File: src/hdl/assert_macros.svh
// assertion macros shared by the allocator rtl
// no dependencies; expands to nothing when SYNTHESIS is defined
`ifndef ASSERT_MACROS_SVH
`define ASSERT_MACROS_SVH

`ifndef SYNTHESIS

`define BPFA_ASSERT(lbl, clk, rst_n, prop) \
  lbl: assert property (@(posedge clk) disable iff (!rst_n) (prop)) \
    else $error("assertion failed");

`define BPFA_ASSERT_NEVER(lbl, clk, rst_n, prop) \
  lbl: assert property (@(posedge clk) disable iff (!rst_n) !(prop)) \
    else $error("forbidden condition seen");

`else

`define BPFA_ASSERT(lbl, clk, rst_n, prop)

`define BPFA_ASSERT_NEVER(lbl, clk, rst_n, prop)

`endif

`endif

File: src/hdl/bpfa_pkg.sv
// types, constants and helpers of the bitmap page frame allocator
// no dependencies
package bpfa_pkg;

  localparam int NUM_PAGES  = 4096;
  localparam int WORD_W     = 64;
  localparam int MAP_WORDS  = NUM_PAGES / WORD_W;
  localparam int WORD_AW    = $clog2(MAP_WORDS);
  localparam int BIT_AW     = $clog2(WORD_W);
  localparam int PAGE_W     = 12;
  localparam int CNT_W      = 13;
  localparam int LIM_WORD_W = CNT_W - BIT_AW;
  localparam int FIFO_DEPTH = 2;
  localparam int CFG_IDX_W  = 1;
  localparam int CFG_DATA_W = 13;

  localparam logic [CNT_W-1:0] COUNT_MAX = CNT_W'(4096);
  localparam logic [CNT_W-1:0] PAGES_CNT = CNT_W'(NUM_PAGES);

  typedef enum logic [1:0] {
    OP_ALLOC   = 2'd0,
    OP_FREE    = 2'd1,
    OP_RESERVE = 2'd2,
    OP_NONE    = 2'd3
  } op_e;

  typedef enum logic [CFG_IDX_W-1:0] {
    CFG_MANAGED_PAGES = 1'b0,
    CFG_INITIAL_FREE  = 1'b1
  } cfg_idx_e;

  typedef enum logic [1:0] {
    CMD_ALLOC,
    CMD_FREE,
    CMD_RESERVE,
    CMD_NOP
  } cmd_e;

  typedef struct packed {
    logic [1:0]        op;
    logic [PAGE_W-1:0] page;
  } in_item_t;

  typedef struct packed {
    logic [PAGE_W-1:0] page_index;
    logic              granted;
    logic [CNT_W-1:0]  free_pages;
    logic [CNT_W-1:0]  used_pages;
  } out_item_t;

  typedef struct packed {
    cmd_e               kind;
    logic               in_range;
    logic [WORD_AW-1:0] word;
    logic [BIT_AW-1:0]  bit_sel;
  } cmd_t;

  typedef struct packed {
    logic busy;
    logic scanning;
  } bpfa_status_t;

  function automatic logic [CNT_W-1:0] sat_dec(input logic [CNT_W-1:0] v);
    return (v != '0) ? v - CNT_W'(1) : v;
  endfunction

  function automatic logic [CNT_W-1:0] sat_inc(input logic [CNT_W-1:0] v);
    return (v < COUNT_MAX) ? v + CNT_W'(1) : v;
  endfunction

endpackage

File: src/hdl/bpfa_fifo.sv
// short command queue between the front and back parts
// depends on bpfa_pkg
module bpfa_fifo
  import bpfa_pkg::*;
(
  input  logic clk_i,
  input  logic rst_ni,
  input  logic push_i,
  input  cmd_t cmd_i,
  output logic full_o,
  input  logic pop_i,
  output logic empty_o,
  output cmd_t cmd_o
);

  localparam int PW = $clog2(FIFO_DEPTH);
  localparam int CW = $clog2(FIFO_DEPTH + 1);

  cmd_t          slot_q [FIFO_DEPTH];
  logic [PW-1:0] wr_ptr_q;
  logic [PW-1:0] rd_ptr_q;
  logic [CW-1:0] count_q;

  always_ff @(posedge clk_i or negedge rst_ni) begin
    if (!rst_ni) begin
      wr_ptr_q <= '0;
      rd_ptr_q <= '0;
      count_q  <= '0;
    end else begin
      if (push_i) begin
        wr_ptr_q <= (wr_ptr_q == PW'(FIFO_DEPTH - 1)) ? '0 : wr_ptr_q + PW'(1);
      end
      if (pop_i) begin
        rd_ptr_q <= (rd_ptr_q == PW'(FIFO_DEPTH - 1)) ? '0 : rd_ptr_q + PW'(1);
      end
      if (push_i && !pop_i) begin
        count_q <= count_q + CW'(1);
      end else if (pop_i && !push_i) begin
        count_q <= count_q - CW'(1);
      end
    end
  end

  always_ff @(posedge clk_i) begin
    if (push_i) begin
      slot_q[wr_ptr_q] <= cmd_i;
    end
  end

  assign full_o  = (count_q == CW'(FIFO_DEPTH));
  assign empty_o = (count_q == '0);
  assign cmd_o   = slot_q[rd_ptr_q];

endmodule

File: config.mk
export PLATFORM = sky130hd
export DESIGN_NAME = bpfa_fifo
export DESIGN_NICKNAME = d
export VERILOG_FILES = /design/src/hdl/assert_macros.svh /design/src/hdl/bpfa_pkg.sv /design/src/hdl/bpfa_fifo.sv
export SDC_FILE = /design/constraint.sdc
export NUM_CORES = 1
export LEC_CHECK = 0
export ABC_AREA = 1
export BUFFER_PORTS_ARGS = -buffer_cell sky130_fd_sc_hd__clkbuf_2
export CORE_MARGIN = 5
export CORE_UTILIZATION = 45
export DETAILED_ROUTE_END_ITERATION = 10
export PLACE_DENSITY = 0.73
export SETUP_SLACK_MARGIN = 0.05
export SKIP_LAST_GASP = 1
export SLEW_MARGIN = 20
export SYNTH_ARGS = -nofsm -noshare
export SYNTH_HDL_FRONTEND = slang
export SYNTH_SLANG_ARGS = --single-unit
export TNS_END_PERCENT = 50
File: constraint.sdc
create_clock -name clk_i -period 1.3 [get_ports clk_i]
set_input_delay 0.065 -clock clk_i [delete_from_list [all_inputs] [get_ports clk_i]]
set_output_delay 0.065 -clock clk_i [all_outputs]
set_load 0.05 [all_outputs]
==> out/qor.json <==
{
  "worstSkewPairLatency_ns": 0.32,
  "die_width_um": 64.6,
  "drive_above_1_share": 0.453,
  "design.final.nets": 156,
  "final_cell_mix": "sky130_fd_sc_hd__edfxtp_1, sky130_fd_sc_hd__clkbuf_2, sky130_fd_sc_hd__dlygate4sd3_1",
  "gpl.final_weighted_congestion": 0.664,
  "cts_htree_levels": 2,
  "fillers": 171,
  "rsz_0062_raised_after_global_routing": "true",
  "ys.warnings.count": 0,
  "fin_hold_ws_ns": 0.0776,
  "powerDensity_nw_per_um2": 2270,
  "crit_path_cells": "buf_6, mux2_4, clkbuf_16",
  "syn_nets": 92,
  "floorplan.core_area_um2": 2810,
  "cts_tree": "built",
  "final_common_cell": "sky130_fd_sc_hd__edfxtp_1",
  "timing.critical_path.required_ns": 1.24,
  "grt_pass1_vias": 851,
  "endpoint_kind": "output port",
  "layout_setup_ws_ns": -0.142,
  "timing.critical_path.slowest_stage_cell": "sky130_fd_sc_hd__dfrtp_1",
  "route.final.wire_length_um": 2550,
  "boundaryPins": 36,
  "port_buffers": 35,
  "hold_viol_final": 0,
  "post_synthesis_instance_area_um2": 1340,
  "synth_sequential_area_ratio": 0.746,
  "failed_checks": "setup timing",
  "grt_first_pass_wirelength_um": 4100,
  "synth_seq_cells": 34,
  "final_max_slew_viol_count": 0,
  "floorplan.initialDensity": 0.478,
  "clock-root-buffer": "sky130_fd_sc_hd__clkbuf_4",
  "fp-row-count": 19,
  "detail_route.drc_violations": 0,
  "diodes": 0,
  "finalSetupViolCount": 15,
  "die_y_um": 64.6,
  "dp_hpwl_um": 1590,
  "timing.setup.critical_path_class": "register to output port",
  "synth.top_cells.by_area": "sky130_fd_sc_hd__edfxtp_1, sky130_fd_sc_hd__mux2_4, sky130_fd_sc_hd__dfrtp_1",
  "grt_max_degree": 13,
  "synthToLayoutAreaGrowth_pct": 51.0,
  "power.static_leakage_nw": 0.881,
  "layout_worst_path_cycle_share": 1.11,
  "clock-sinks": 34,
  "detail_route.first_pass.iterations": 3,
  "initial_antenna_violation_count": 0,
  "final.setup_skew_ns": 0.00616,
  "clock_tree.buffer_depth": 2,
  "hold_path_class": "primary input to asynchronous set/reset pin",
  "cts-buffers-inserted": 5,
  "synth_area_leader_cell": "sky130_fd_sc_hd__edfxtp_1",
  "groute.usage.overall": 0.139,
  "period_needed_ns": 1.44,
  "irDropWorstVdd_mv": 1.28,
  "syn-instance-count": 72,
  "placement.cell_area_um2": 1580,
  "achievable_frequency_mhz": 693,
  "die-area_um2": 4170,
  "multiInputGateArea_um2": 308,
  "tightest_slew_ns": 0.276,
  "worst_path_fanout_max": 8,
  "relSlewSlack": 0.817,
  "syn_area_per_cell_um2": 18.6,
  "wire_per_inst_um": 15.1,
  "synthDistinctLibCells": 14,
  "dr.first_iter.drc_count": 15,
  "post-route-util": 0.722,
  "critical-path-max-stage-delay_ns": 0.39,
  "run_status": "complete, but fails checks",
  "arrival_ns": 1.38,
  "critical_path.startpoint_type": "register",
  "yosysTopAreaCellShare": 0.672,
  "grt_overflow": 0,
  "clk_transition_reported_paths_ns": 0.09,
  "per_cell_via_count_in_the_routed_design": 4.76,
  "ant_nets": 0,
  "sequential_cell_area_um2": 1000,
  "finish.instance_area_um2": 2030,
  "route.vias.total": 799,
  "maxCapViolCount": 0
}
==> layout make-up <==
| type | count | share of cell area |
|---|---|---|
| well taps | 31 | 0.0191 |
| repair buffers | 59 | 0.298 |
| inverters | 7 | 0.0130 |
| flip-flops and latches | 34 | 0.494 |
| clock inverters | 3 | 0.00556 |
| clock buffers | 5 | 0.0185 |
| multi-input cells | 29 | 0.152 |
==> repair_timing <==
action	4_1_cts	5_1_grt
hold buffers	18	0
buffers inserted	1	0
endpoints found under the hold margin	36	0
setup endpoints to repair	16	17
gates resized for setup	42	5
==> metal layers <==
layer	track usage	vias to the layer above	routed length (um)
li1	-	394	-
met1	0.143	381	1020
met2	0.242	22	1350
met3	0.0691	2	158
met4	0.0554	0	17
met5	0	-	0
==> report_power, final <==
part	internal [W]	switching [W]	total, W
logic	0.00116	0.00135	0.00251
registers	0.00146	0.000112	0.00158
clock network	0.000192	0.000313	0.000506
total	0.00282	0.00177	0.00459
==> path summary, 6_finish.rpt <==
check,start,endpoint,slack (ns),depth (start not counted)
max,rd_ptr_q,cmd_o[14],-0.14,3
min,rst_ni,wr_ptr_q,0.08,2
max reg2reg,wr_ptr_q,slot_q[1][14],0.21,3
min reg2reg,wr_ptr_q,wr_ptr_q,0.52,1
max in group asynchronous,rst_ni,rd_ptr_q,1.09,2
min in group clk_i,cmd_i[9],slot_q[1][9],0.48,2
==> worst max-delay path: cells and delay by family, from the launching register on <==
kind	cells	cell delay [ns]
buffers and inverters	2	0.34
multiplexers	1	0.33
flip-flops	1	0.39
==> flip-flops by register name, summed over array words and instances (netlist names) <==
register  flops
slot_q       30
count_q       2
rd_ptr_q      1
wr_ptr_q      1
==> kinds of logic (layout without fill, tap and decap cells) <==
group	count (synthesis)	in the layout	synth area share
flops	34	34	0.746
mux	15	15	0.151
simple gates	10	10	0.0308
buf+inv	9	74	0.0429
xor+xnor	3	3	0.0196
fa+ha+maj	1	1	0.00933
==> cells in the mapped netlist, drive strengths merged <==
master	instances
buf	2
inv	7
xor2	2
nand2	5
nand4	1
ha	1
xnor2	1
edfxtp	30
dfrtp	4
nor2	3
nand3	1
mux2	15
==> stage by stage <==
stage                     total power (W)  cells  setup WS [ns]  setup TNS, ns
after floorplan                   0.00311     72         0.0845              0
after global placement            0.00342    141          0.154              0
after detailed placement          0.00346    141          0.134              0
after CTS                         0.00458    168         -0.151          -2.12
after global routing              0.00480    168         -0.212          -3.02
final                             0.00459    168         -0.142          -1.88
No activity file was read; power rests on OpenSTA's default activity.
